File: config.mk
export PLATFORM = sky130hd
export DESIGN_NAME = peer_presence_sync_tracker
export DESIGN_NICKNAME = d
export VERILOG_FILES = /design/src/hdl/ppst_pkg.sv /design/src/hdl/ppst_ram.sv /design/src/hdl/ppst_ctrl.sv /design/src/hdl/ppst_dp.sv /design/src/hdl/peer_presence_sync_tracker.sv
export SDC_FILE = /design/constraint.sdc
export NUM_CORES = 2
export LEC_CHECK = 0
export BUFFER_PORTS_ARGS = -buffer_cell sky130_fd_sc_hd__buf_4
export CAP_MARGIN = 10
export CORE_MARGIN = 10
export CORE_UTILIZATION = 45
export CTS_CLUSTER_DIAMETER = 30
export DETAILED_ROUTE_END_ITERATION = 12
export SLEW_MARGIN = 0
export SYNTH_ARGS = -nofsm -noshare
export SYNTH_HDL_FRONTEND = slang
export SYNTH_SLANG_ARGS = --single-unit
File: constraint.sdc
create_clock -name aclk -period 23.5 [get_ports aclk]
set_clock_uncertainty 0.05 [all_clocks]
set_input_delay 4.7 -clock aclk [delete_from_list [all_inputs] [get_ports aclk]]
set_output_delay 4.7 -clock aclk [all_outputs]
set_load 0.1 [all_outputs]
File: src/hdl/ppst_pkg.sv
// -----------------------------------------------------------------------------
// ppst_pkg
// Shared types and constants of the peer presence and sync tracker.
// -----------------------------------------------------------------------------
`timescale 1ns / 1ps

package ppst_pkg;

    // Configuration register indexes.
    localparam int CFG_IDX_W  = 2;
    localparam int CFG_DATA_W = 16;
    localparam logic [CFG_IDX_W-1:0] REG_OWN_GROUP    = 2'd0;
    localparam logic [CFG_IDX_W-1:0] REG_OWN_ID       = 2'd1;
    localparam logic [CFG_IDX_W-1:0] REG_MASTER_MODE  = 2'd2;
    localparam logic [CFG_IDX_W-1:0] REG_PEER_TIMEOUT = 2'd3;

    localparam logic [15:0] TIMEOUT_RESET = 16'd3000;

    // Item kinds carried in s_tuser.
    localparam logic KIND_PACKET = 1'b0;
    localparam logic KIND_TICK   = 1'b1;

    localparam int S_DATA_W = 224;
    localparam int M_DATA_W = 48;
    localparam int NAME_W   = 128;
    localparam int TC_W     = 40;

    // Commands from the controller to the datapath.
    typedef struct packed {
        logic load;
        logic clr_idx;
        logic rd_slot;
        logic inc_idx;
        logic touch;
        logic clear_stale;
        logic append;
        logic finish;
    } ppst_cmd_t;

    // Status from the datapath to the controller.
    typedef struct packed {
        logic is_tick;
        logic pkt_ok;
        logic fill_zero;
        logic last_slot;
        logic match;
        logic out_free;
    } ppst_sts_t;

endpackage

File: src/hdl/ppst_ram.sv
// -----------------------------------------------------------------------------
// ppst_ram
// Generic simple dual-port RAM with one write port and a registered read port.
// -----------------------------------------------------------------------------
`timescale 1ns / 1ps

module ppst_ram #(
    parameter int WIDTH = 32,
    parameter int DEPTH = 8,
    localparam int ADDR_W = (DEPTH > 1) ? $clog2(DEPTH) : 1
) (
    input  logic              aclk,
    input  logic              we,
    input  logic [ADDR_W-1:0] waddr,
    input  logic [WIDTH-1:0]  wdata,
    input  logic              re,
    input  logic [ADDR_W-1:0] raddr,
    output logic [WIDTH-1:0]  rdata
);

    logic [WIDTH-1:0] mem_reg [DEPTH];
    logic [WIDTH-1:0] rdata_reg;

    always_ff @(posedge aclk) begin
        if (we) begin
            mem_reg[waddr] <= wdata;
        end
        if (re) begin
            rdata_reg <= mem_reg[raddr];
        end
    end

    assign rdata = rdata_reg;

endmodule

File: src/hdl/ppst_ctrl.sv
// -----------------------------------------------------------------------------
// ppst_ctrl
// Sequencer: takes an item, scans filled peer slots as needed, then closes it.
// -----------------------------------------------------------------------------
`timescale 1ns / 1ps

module ppst_ctrl
    import ppst_pkg::*;
(
    input  logic      aclk,
    input  logic      aresetn,
    input  logic      s_tvalid,
    output logic      s_tready,
    input  ppst_sts_t sts,
    output ppst_cmd_t cmd
);

    typedef enum logic [2:0] {
        ST_IDLE,
        ST_DISPATCH,
        ST_READ,
        ST_CMP,
        ST_APPEND,
        ST_FINISH
    } state_t;

    state_t state_reg, state_next;
    logic   ready_reg, ready_next;

    always_comb begin
        state_next = state_reg;
        ready_next = ready_reg;
        cmd        = '0;
        unique case (state_reg)
            ST_IDLE: begin
                if (ready_reg && s_tvalid) begin
                    cmd.load   = 1'b1;
                    ready_next = 1'b0;
                    state_next = ST_DISPATCH;
                end
            end
            ST_DISPATCH: begin
                cmd.clr_idx = 1'b1;
                if (sts.is_tick) begin
                    state_next = sts.fill_zero ? ST_FINISH : ST_READ;
                end else if (!sts.pkt_ok) begin
                    state_next = ST_FINISH;
                end else begin
                    state_next = sts.fill_zero ? ST_APPEND : ST_READ;
                end
            end
            ST_READ: begin
                cmd.rd_slot = 1'b1;
                state_next  = ST_CMP;
            end
            ST_CMP: begin
                if (sts.is_tick) begin
                    cmd.clear_stale = 1'b1;
                    cmd.inc_idx     = 1'b1;
                    state_next      = sts.last_slot ? ST_FINISH : ST_READ;
                end else if (sts.match) begin
                    cmd.touch  = 1'b1;
                    state_next = ST_FINISH;
                end else begin
                    cmd.inc_idx = 1'b1;
                    state_next  = sts.last_slot ? ST_APPEND : ST_READ;
                end
            end
            ST_APPEND: begin
                cmd.append = 1'b1;
                state_next = ST_FINISH;
            end
            ST_FINISH: begin
                // Hold until the result register can take the new result.
                if (sts.out_free) begin
                    cmd.finish = 1'b1;
                    ready_next = 1'b1;
                    state_next = ST_IDLE;
                end
            end
            default: begin
                state_next = ST_IDLE;
                ready_next = 1'b1;
            end
        endcase
    end

    always_ff @(posedge aclk) begin
        if (!aresetn) begin
            state_reg <= ST_IDLE;
            ready_reg <= 1'b1;
        end else begin
            state_reg <= state_next;
            ready_reg <= ready_next;
        end
    end

    assign s_tready = ready_reg;

endmodule

File: src/hdl/ppst_dp.sv
// -----------------------------------------------------------------------------
// ppst_dp
// Datapath: item and configuration registers, peer table, sync state, result.
// -----------------------------------------------------------------------------
`timescale 1ns / 1ps

module ppst_dp
    import ppst_pkg::*;
#(
    parameter int PEER_SLOTS = 8
) (
    input  logic                  aclk,
    input  logic                  aresetn,
    input  ppst_cmd_t             cmd,
    output ppst_sts_t             sts,
    input  logic [S_DATA_W-1:0]   s_tdata,
    input  logic                  s_tuser,
    input  logic                  cfg_wr_en,
    input  logic [CFG_IDX_W-1:0]  cfg_index,
    input  logic [CFG_DATA_W-1:0] cfg_wdata,
    output logic                  m_tvalid,
    input  logic                  m_tready,
    output logic [M_DATA_W-1:0]   m_tdata
);

    localparam int AW = (PEER_SLOTS > 1) ? $clog2(PEER_SLOTS) : 1;
    localparam int FW = $clog2(PEER_SLOTS + 1);

    // Keep name bytes up to and including the first zero byte, clear the rest.
    function automatic logic [NAME_W-1:0] trim_name(input logic [NAME_W-1:0] raw);
        logic              alive;
        logic [NAME_W-1:0] res;
        alive = 1'b1;
        res   = '0;
        for (int b = 0; b < NAME_W / 8; b++) begin
            if (alive) begin
                res[b*8 +: 8] = raw[b*8 +: 8];
            end
            if (raw[b*8 +: 8] == 8'd0) begin
                alive = 1'b0;
            end
        end
        return res;
    endfunction

    // Configuration.
    logic [7:0]  own_group_reg;
    logic [7:0]  own_id_reg;
    logic        master_mode_reg;
    logic [15:0] timeout_reg;

    // Latched item.
    logic              kind_reg;
    logic [31:0]       now_reg;
    logic [7:0]        group_reg;
    logic [7:0]        sender_reg;
    logic [NAME_W-1:0] name_reg;
    logic              smaster_reg;
    logic [TC_W-1:0]   tc_reg;

    // Peer table control and sync state.
    logic [FW-1:0]         idx_reg;
    logic [FW-1:0]         fill_reg;
    logic [FW-1:0]         count_reg;
    logic [PEER_SLOTS-1:0] active_reg;
    logic                  sync_flag_reg;
    logic [31:0]           sync_time_reg;

    // Result register.
    logic                m_valid_reg;
    logic [M_DATA_W-1:0] m_data_reg;

    logic [NAME_W-1:0] name_rd;
    logic [31:0]       seen_rd;
    logic              full;
    logic              do_append;
    logic              do_clear;
    logic              pkt_ok;
    logic              gain;
    logic              lose;
    logic              sync_flag_next;
    logic [AW-1:0]     idx_a;
    logic [AW-1:0]     fill_a;
    logic [AW-1:0]     seen_waddr;
    logic [TC_W-1:0]   tc_out;

    assign idx_a  = idx_reg[AW-1:0];
    assign fill_a = fill_reg[AW-1:0];
    assign full   = (fill_reg == FW'(PEER_SLOTS));
    assign pkt_ok = (group_reg == own_group_reg) && (sender_reg != own_id_reg);

    assign do_append  = cmd.append && !full;
    assign do_clear   = cmd.clear_stale && ((now_reg - seen_rd) > {16'd0, timeout_reg});
    assign seen_waddr = cmd.append ? fill_a : idx_a;

    ppst_ram #(
        .WIDTH (NAME_W),
        .DEPTH (PEER_SLOTS)
    ) u_name_ram (
        .aclk  (aclk),
        .we    (do_append),
        .waddr (fill_a),
        .wdata (name_reg),
        .re    (cmd.rd_slot),
        .raddr (idx_a),
        .rdata (name_rd)
    );

    ppst_ram #(
        .WIDTH (32),
        .DEPTH (PEER_SLOTS)
    ) u_seen_ram (
        .aclk  (aclk),
        .we    (do_append || cmd.touch),
        .waddr (seen_waddr),
        .wdata (now_reg),
        .re    (cmd.rd_slot),
        .raddr (idx_a),
        .rdata (seen_rd)
    );

    // A stored name with an empty first byte never matches.
    assign sts.is_tick   = (kind_reg == KIND_TICK);
    assign sts.pkt_ok    = pkt_ok;
    assign sts.fill_zero = (fill_reg == '0);
    assign sts.last_slot = ({1'b0, idx_reg} + (FW + 1)'(1)) == {1'b0, fill_reg};
    assign sts.match     = (name_rd[7:0] != 8'd0) && (name_rd == name_reg);
    assign sts.out_free  = !m_valid_reg || m_tready;

    assign gain = (kind_reg == KIND_PACKET) && pkt_ok && !master_mode_reg && smaster_reg;
    assign lose = (kind_reg == KIND_TICK) && sync_flag_reg && !master_mode_reg &&
                  ((now_reg - sync_time_reg) > {15'd0, timeout_reg, 1'b0});

    always_comb begin
        sync_flag_next = sync_flag_reg;
        if (gain) begin
            sync_flag_next = 1'b1;
        end else if (lose) begin
            sync_flag_next = 1'b0;
        end
    end

    assign tc_out = gain ? tc_reg : '0;

    // Configuration and item registers.
    always_ff @(posedge aclk) begin
        if (!aresetn) begin
            own_group_reg   <= 8'd0;
            own_id_reg      <= 8'd0;
            master_mode_reg <= 1'b0;
            timeout_reg     <= TIMEOUT_RESET;
        end else if (cfg_wr_en) begin
            unique case (cfg_index)
                REG_OWN_GROUP:    own_group_reg   <= cfg_wdata[7:0];
                REG_OWN_ID:       own_id_reg      <= cfg_wdata[7:0];
                REG_MASTER_MODE:  master_mode_reg <= cfg_wdata[0];
                REG_PEER_TIMEOUT: timeout_reg     <= cfg_wdata[15:0];
                default: ;
            endcase
        end
    end

    always_ff @(posedge aclk) begin
        if (cmd.load) begin
            kind_reg    <= s_tuser;
            now_reg     <= s_tdata[31:0];
            group_reg   <= s_tdata[39:32];
            sender_reg  <= s_tdata[47:40];
            name_reg    <= trim_name(s_tdata[175:48]);
            smaster_reg <= s_tdata[176];
            tc_reg      <= s_tdata[216:177];
        end
    end

    // Peer table bookkeeping and sync state.
    always_ff @(posedge aclk) begin
        if (!aresetn) begin
            idx_reg       <= '0;
            fill_reg      <= '0;
            count_reg     <= '0;
            active_reg    <= '0;
            sync_flag_reg <= 1'b0;
            sync_time_reg <= 32'd0;
        end else begin
            if (cmd.clr_idx) begin
                idx_reg <= '0;
            end else if (cmd.inc_idx) begin
                idx_reg <= idx_reg + FW'(1);
            end
            if (cmd.touch) begin
                active_reg[idx_a] <= 1'b1;
                if (!active_reg[idx_a]) begin
                    count_reg <= count_reg + FW'(1);
                end
            end else if (do_clear) begin
                active_reg[idx_a] <= 1'b0;
                if (active_reg[idx_a]) begin
                    count_reg <= count_reg - FW'(1);
                end
            end else if (do_append) begin
                // Slots at or beyond the fill level are never active.
                active_reg[fill_a] <= 1'b1;
                count_reg          <= count_reg + FW'(1);
                fill_reg           <= fill_reg + FW'(1);
            end
            if (cmd.finish) begin
                sync_flag_reg <= sync_flag_next;
                if (gain) begin
                    sync_time_reg <= now_reg;
                end
            end
        end
    end

    // Result register; a finished result waits here until taken.
    always_ff @(posedge aclk) begin
        if (!aresetn) begin
            m_valid_reg <= 1'b0;
        end else if (cmd.finish) begin
            m_valid_reg <= 1'b1;
        end else if (m_tready) begin
            m_valid_reg <= 1'b0;
        end
    end

    always_ff @(posedge aclk) begin
        if (cmd.finish) begin
            m_data_reg <= {1'b0, 4'(count_reg), lose,
                           sync_flag_next | master_mode_reg, tc_out, gain};
        end
    end

    assign m_tvalid = m_valid_reg;
    assign m_tdata  = m_data_reg;

endmodule

File: src/hdl/peer_presence_sync_tracker.sv
// Flow: an accepted item passes a dispatch step, then a read and a compare step
// per peer slot scanned (all filled slots for a tick, none for a rejected packet,
// up to the match otherwise), then an append step when an unmatched name reaches it,
// and the finish step, which holds while the result register is still occupied.
// The next item waits for the last result to register; scan and hold set the rate.
// Reset: synchronous, active low; clears fill level, active bits and sync state.
// -----------------------------------------------------------------------------
// peer_presence_sync_tracker
// Tracks sync-link peers by name and forwards master timecode to the follower.
// -----------------------------------------------------------------------------
`timescale 1ns / 1ps

module peer_presence_sync_tracker
    import ppst_pkg::*;
#(
    parameter int PEER_SLOTS = 8
) (
    input  logic                  aclk,
    input  logic                  aresetn,
    input  logic                  s_tvalid,
    output logic                  s_tready,
    // now_ms[31:0], pkt_group[39:32], sender_id[47:40], name_low[111:48],
    // name_high[175:112], sender_master[176], tc_hours[184:177],
    // tc_minutes[192:185], tc_seconds[200:193], tc_frames[208:201],
    // rate_index[216:209], zero fill above.
    input  logic [S_DATA_W-1:0]   s_tdata,
    // kind: 0 received packet, 1 periodic tick.
    input  logic                  s_tuser,
    output logic                  m_tvalid,
    input  logic                  m_tready,
    // timecode_valid[0], out_hours[8:1], out_minutes[16:9], out_seconds[24:17],
    // out_frames[32:25], out_rate_index[40:33], is_synced[41], sync_lost[42],
    // active_peers[46:43], zero fill above.
    output logic [M_DATA_W-1:0]   m_tdata,
    input  logic                  cfg_wr_en,
    input  logic [CFG_IDX_W-1:0]  cfg_index,
    input  logic [CFG_DATA_W-1:0] cfg_wdata
);

    ppst_cmd_t cmd;
    ppst_sts_t sts;

    ppst_ctrl u_ctrl (
        .aclk     (aclk),
        .aresetn  (aresetn),
        .s_tvalid (s_tvalid),
        .s_tready (s_tready),
        .sts      (sts),
        .cmd      (cmd)
    );

    ppst_dp #(
        .PEER_SLOTS (PEER_SLOTS)
    ) u_dp (
        .aclk      (aclk),
        .aresetn   (aresetn),
        .cmd       (cmd),
        .sts       (sts),
        .s_tdata   (s_tdata),
        .s_tuser   (s_tuser),
        .cfg_wr_en (cfg_wr_en),
        .cfg_index (cfg_index),
        .cfg_wdata (cfg_wdata),
        .m_tvalid  (m_tvalid),
        .m_tready  (m_tready),
        .m_tdata   (m_tdata)
    );

endmodule

; After elaboration in Yosys (flattened, before gate mapping)
; Memories as Yosys holds them, arrays and structs flattened. A register that Yosys moved wholly into a read port is not among the register bits.
; Index checks and enable logic that the tools add are counted.
[totals]
register_bits = 356
mem_bits_rw = 1280
wordCells = 209
n_memories = 2
[mem_list]
columns = memory, words, width, read_ports, rd_ports_with_merged_regs, write_ports, line_no
row1 = u_dp.u_name_ram.mem_reg, 8, 128, 1, 1, 1, ppst_ram.sv:21  ; logic [WIDTH-1:0] mem_reg [DEPTH];
row2 = u_dp.u_seen_ram.mem_reg, 8, 32, 1, 1, 1, ppst_ram.sv:21
[op_classes]
add_sub_neg = 7
order_cmp = 6
n_eq_ne = 17
n_mux = 80
bitwise_logic = 10
reduce_logical = 50
[op_table]
columns = operator, count
row1 = 128-bit equality test, 1
row2 = 8-bit zero test, 15
row3 = 32-bit subtractor, 2
row4 = 1-bit two-way mux, 55
row5 = 3-bit two-way mux, 12
row6 = 32-bit by 16-bit > comparator with 1-bit output, 1
row7 = 32-bit by 17-bit > comparator with 1-bit output, 1
row8 = 8-bit two-way mux, 3
row9 = 4-bit two-way mux, 5
row10 = 3-bit one-hot mux with 6 select lines, 1
row11 = 8-bit OR, 2
row12 = 1-bit logical AND, 13
row13 = 4-bit by 1-bit adder with 4-bit output (second input constant), 3
row14 = 2-bit AND reduction, 6
row15 = 3-bit AND reduction, 3
row16 = 8-bit AND, 1
row17 = 8-bit equality test, 1
row18 = 3-bit by 4-bit < comparator with 1-bit output (second input constant), 2
row19 = 8-bit != test, 1
row20 = 8-bit inverter, 1
row21 = 8-bit nonzero test, 1
row22 = 1-bit demux with 3-bit select, 2
row23 = 3-bit by 2-bit equality test with 1-bit output (second input constant), 2
row24 = 3-bit equality test (second input constant), 2
row25 = 24 further kinds, 34

; Depth between registers and ports, before layout
[depth]
word_depth = 32
mapped_depth = 24

; Cells and area by module
; Synthesis repeated with hierarchy kept, for this count alone.
[unflattened]
cells_unflattened = 4004
hier_area_um2 = 73536.8
[by_module_without_submodules]
columns = mod, n_inst, cells_per_inst, area_each_um2, seq_area_each_um2
row1 = ppst_ram at u_dp.u_name_ram, 1, 1620, 42836.1, 34593.2
row2 = ppst_dp, 1, 1924, 19577.5, 9699.3
row3 = ppst_ram at u_dp.u_seen_ram, 1, 415, 10786.6, 8648.3
row4 = ppst_ctrl, 1, 45, 336.6, 80.1

; Worst setup path before layout
; Ideal clock, no wire load.
[synth_timing]
kind = input -> register
from = input port s_tvalid
to = register u_dp.group_reg[0] (enable)
setup_time_ns = 1.064
arrival_time_ns = 19.481
t_required_ns = 22.386
setup_slack_ns = 2.905
cell_stages = 2
path_buffers = 0
cell_sequence = nand2_1 -> nor3_1
[synth_rtl]
columns = element, line_no
row1 = from (decl), peer_presence_sync_tracker.sv:20  ; input logic s_tvalid,
row2 = to (signal assigned), ppst_dp.sv:167  ; group_reg <= s_tdata[39:32];
row3 = to (decl), ppst_dp.sv:55  ; logic [7:0] group_reg;

; Final worst setup path
[layout_timing]
from = input port s_tdata[49]
to = register u_dp.name_reg[126], data pin
[layout_between]
elab_chain_len = 31
[layout_rtl]
columns = element, line_no
row1 = from (decl), peer_presence_sync_tracker.sv:26  ; input logic [S_DATA_W-1:0] s_tdata,
row2 = 8-bit zero test, ppst_dp.sv:39  ; if (raw[b*8 +: 8] == 8'd0) begin
row3 = 1-bit two-way mux, ppst_dp.sv:39
row4 = 1-bit two-way mux, ppst_dp.sv:164  ; if (cmd.load) begin
row5 = 1-bit two-way mux, ppst_dp.sv:39
row6 = 1-bit two-way mux, ppst_dp.sv:164
row7 = 1-bit two-way mux, ppst_dp.sv:39
row8 = 1-bit two-way mux, ppst_dp.sv:164
row9 = 1-bit two-way mux, ppst_dp.sv:39
row10 = (+15 left out), --
row11 = 1-bit two-way mux, ppst_dp.sv:39
row12 = 1-bit two-way mux, ppst_dp.sv:164
row13 = 1-bit two-way mux, ppst_dp.sv:39
row14 = 1-bit two-way mux, ppst_dp.sv:164
row15 = 1-bit two-way mux, ppst_dp.sv:39
row16 = 1-bit two-way mux, ppst_dp.sv:164
row17 = 1-bit two-way mux, ppst_dp.sv:39
row18 = 1-bit two-way mux, ppst_dp.sv:164
row19 = to (signal assigned), ppst_dp.sv:169  ; name_reg <= trim_name(s_tdata[175:48]);
row20 = to (decl), ppst_dp.sv:57  ; logic [NAME_W-1:0] name_reg;
; No other way between the ends. The select of a mux whose other input is x is not followed.
; A chain may end at the register's enable or synchronous reset.

==> results.md <==
- Run status: completed
- Gr usage total: about 21%
- Critical path, cell by cell: buf_4, nor4_1, nand2_1, and3_1, and4_1, and3_1, a21boi_2, a21boi_2, a21boi_2, a21boi_2, a21boi_2, and2_1
- Number of different library cells in the post-synthesis netlist: 94
- Total grt overflow: 0
- Timing-limited maximum frequency: between 100 and 150 MHz
- Switching power as a share of total power: between 20% and 30%
- Net switching power of the design: 2.201 mW
- Count of flip-flops with a built-in enable after synthesis: 1,705
- Cell depth of the worst min-delay path: 2
- Area growth from synthesis to final layout: 23.67%
- Post-CTS Repair Setup Buffers: 0
- Initial DRC count: 4,145
- Syn Nets: 4,704
- Total number of vias: 41,820
- CTS buffer count: between 300 and 400
- RePlAce Congestion: approximately 0.89
- Peak VDD IR: between 0.00007 and 0.00008 V
- Setup TNS Final: 0 ps
- Class of the most critical setup path: in2reg
- Maximum clock path buffer count: 4
- Final nets: 5,209
- P per Cell Area: ~110 nW/um2
- CP most frequent cell: a21boi_2
- Portion of the post-synthesis area used by sequential elements: approximately 76%
- Delay of the slowest cell on the worst path: 640 ps
- Critical path endpoint: u_dp.name_reg[126]
- Number of global-route vias before repair: 42,360
- Count of standard-cell rows: between 100 and 150
- Cell at the slowest stage of the critical path: and4_1
- Fin. Hold Viols: 0
- Area contributors post-synth: edfxtp_1, a22oi_1, dfxtp_1
- Count of hold-fix buffers inserted at cts: 0
- H-tree depth: 5
- Worst hold-check slack: 409.7 ps
- Horizontal extent of the die: 414.4 um
- Number of violations of the max-capacitance limit: 0
- Via-to-Cell Ratio: around 6
- Worst-Skew Late Latency: 930 ps
- Height of the die: 414.4 um
- Reg2reg start: u_dp.name_reg[57]
- Largest net degree at the start of global routing: 147
- I/O pin count: slightly below 300
- Number of nets still failing antenna checks after routing: 0
- Full die area: 171,700 um2
- Clock tree from TritonCTS: done
- RSZ-0062 raised after global routing: false
- Leakage power summed over all cells: 28.99 nW
- Met2 GRT Util: 34.18%
- Largest area contributor in the netlist: edfxtp_1
- Setup slack of the critical path after layout: 14,850 ps
- Global-route wire length before repair: 279,800 um
- Clock input transition at the sequential cells of the worst setup and hold paths: 40 ps
- WP data required: 24,190 ps
- Flop2flop setup slack: 17,570 ps
- Maximum fanout along the worst path: 18
- Type of origin of the critical path: input pin
- Count of final setup violators: 0
- Utilization after layout: roughly 56%
- GR Util met3: around 3.9%
- Int Power: around 7.4 mW
- Area share of the largest cell type after synthesis: 73.16%
- Share of cells above drive strength 1: 19.49%
- Pin slew with the least headroom to its limit: roughly 1200 ps
- Port bufs: between 200 and 300
- Tmin final: 8655 ps
- Share of power burned in the clock network: 52.3%
- Detailed placer's ending HPWL: 106,700 um
- Cell count after synthesis: between 4,000 and 5,000
- DR DRC count: 0
- Proportion of synthesized flip-flops having asynchronous set or reset: 0%
- Pre-CTS WS: approximately 14,000 ps
- Min-Delay Path Class: reg2reg
- Most common cell in the synthesized netlist: edfxtp_1
- Register share of total power: approximately two fifths
- Total clock sinks: around 1,800
- Area of the core: 154,400 um2
- Comb pwr share: 6.4%
- Wire length per cell: 26.41 um
- Max FFs per register: 1,024
- # placed instances: 6,548
- Cell depth of the worst flop-to-flop path: 10
- Met1 usage: 30.15%
- Count of final max-slew check failures: 0
- Post-Synthesis Cell Area: ~70,000 um2
- Register bit total from synthesis: 1,796
- Max-Slew Margin vs Limit: 14.93%
- Critical path origin: s_tdata[49]
- Ranking of synthesized cells by instance count: edfxtp_1, a22oi_1, nand4_1
- Mean cell area of the mapped netlist: around 16 um2
- Total of warnings raised by yosys: 0
- Reg2reg end: u_dp.u_seen_ram.mem_reg[6][0]
- Antenna violations before repair: 5
- Top_reg_cell synth: edfxtp_1
- Detailed Routing Iterations Pass 1: 7
- Data arrival time of the worst path: ~9300 ps
- Post-cts gate resize count: 0
- Root buf cell: clkbuf_16
- Ratio of final minimum period to clock period: 36.83%
- Final WL: 189,600 um
- Sort of element at the end of the critical path: flop
- Final cell count without fillers: just over 7,000
- Initial Utilization: 45.32%
- Most used routing layer in global routing: met2
-- worst max-delay path: cells and delay by family --
family	cells	cell delay (ps)
AO/OA/AOI/OAI	5	1990
buffers and inverters	1	90
AND/OR/NAND/NOR	6	2530
-- metrics by stage --
stage          area [um2]  power, mW
2_1_floorplan       69980      4.373
3_5_place_dp        74600      4.617
6_report            86550      9.561
5_1_grt             86550      9.865
3_3_place_gp        74600      4.604
4_1_cts             86530      9.626
-- metal layers --
| metal | wire [um] | vias up |
|---|---|---|
| met5 | 0 | - |
| met4 | 3974 | 0 |
| met3 | 14130 | 284 |
| met2 | 89480 | 1758 |
| met1 | 81990 | 21210 |
| li1 | - | 18570 |
-- logic make-up after synthesis --
group | share of synthesized area [%]
flops | 75.76
compound gates | 11.01
simple gates | 7.139
buf+inv | 1.836
xor+xnor | 1.852
fa+ha+maj | 1.827
mux | 0.5668
other cells | 0.005359
-- placed cells by master (no fill, tap or decap), types with 52 or more instances in the layout --
cell type	netlist	routed
nor2b_1	69	67
ha_1	99	99
buf_4	1	347
clkbuf_16	0	358
nor2_1	74	61
o21ai_0	56	56
xnor2_1	111	111
and3_1	54	52
edfxtp_1	1705	1705
a21oi_1	96	95
a22oi_1	630	630
and2_1	134	131
nand2_1	187	187
nand4_1	199	199
bufinv_16	0	53
inv_1	135	134
dfxtp_1	91	91
-- power groups by stage --
stage	sequential (mW)	clock [mW]	combinational [mW]
floorplan	4.00	0	0.372
global placement	4.00	0	0.606
detailed placement	4.01	0	0.612
CTS	3.95	5.06	0.616
global route	3.97	5.23	0.672
finish	3.95	5.00	0.614
-- worst min-delay path by stage --
stage,start,endpoint
finish,u_dp.sync_time_reg[10],u_dp.sync_time_reg[10]
global route,u_dp.count_reg[3],u_dp.m_tdata[46]
CTS,u_dp.count_reg[3],u_dp.m_tdata[46]
detailed placement,u_dp.count_reg[3],u_dp.m_tdata[46]
global placement,u_dp.count_reg[3],u_dp.m_tdata[46]
floorplan,u_dp.count_reg[3],u_dp.m_tdata[46]
-- area by class of cell --
cell class | count | area (um2)
Inverter | 135 | 506.7
Clock buffer | 389 | 9095
Timing Repair Buffer | 351 | 2676
Tap cell | 2044 | 2557
Fill cell | 11970 | 67860
Sequential cell | 1796 | 53020
Clock inverter | 238 | 2839
Antenna cell | 2 | 5.005
Multi-Input combinational cell | 2223 | 15850
(Power assumes the default switching activity.)
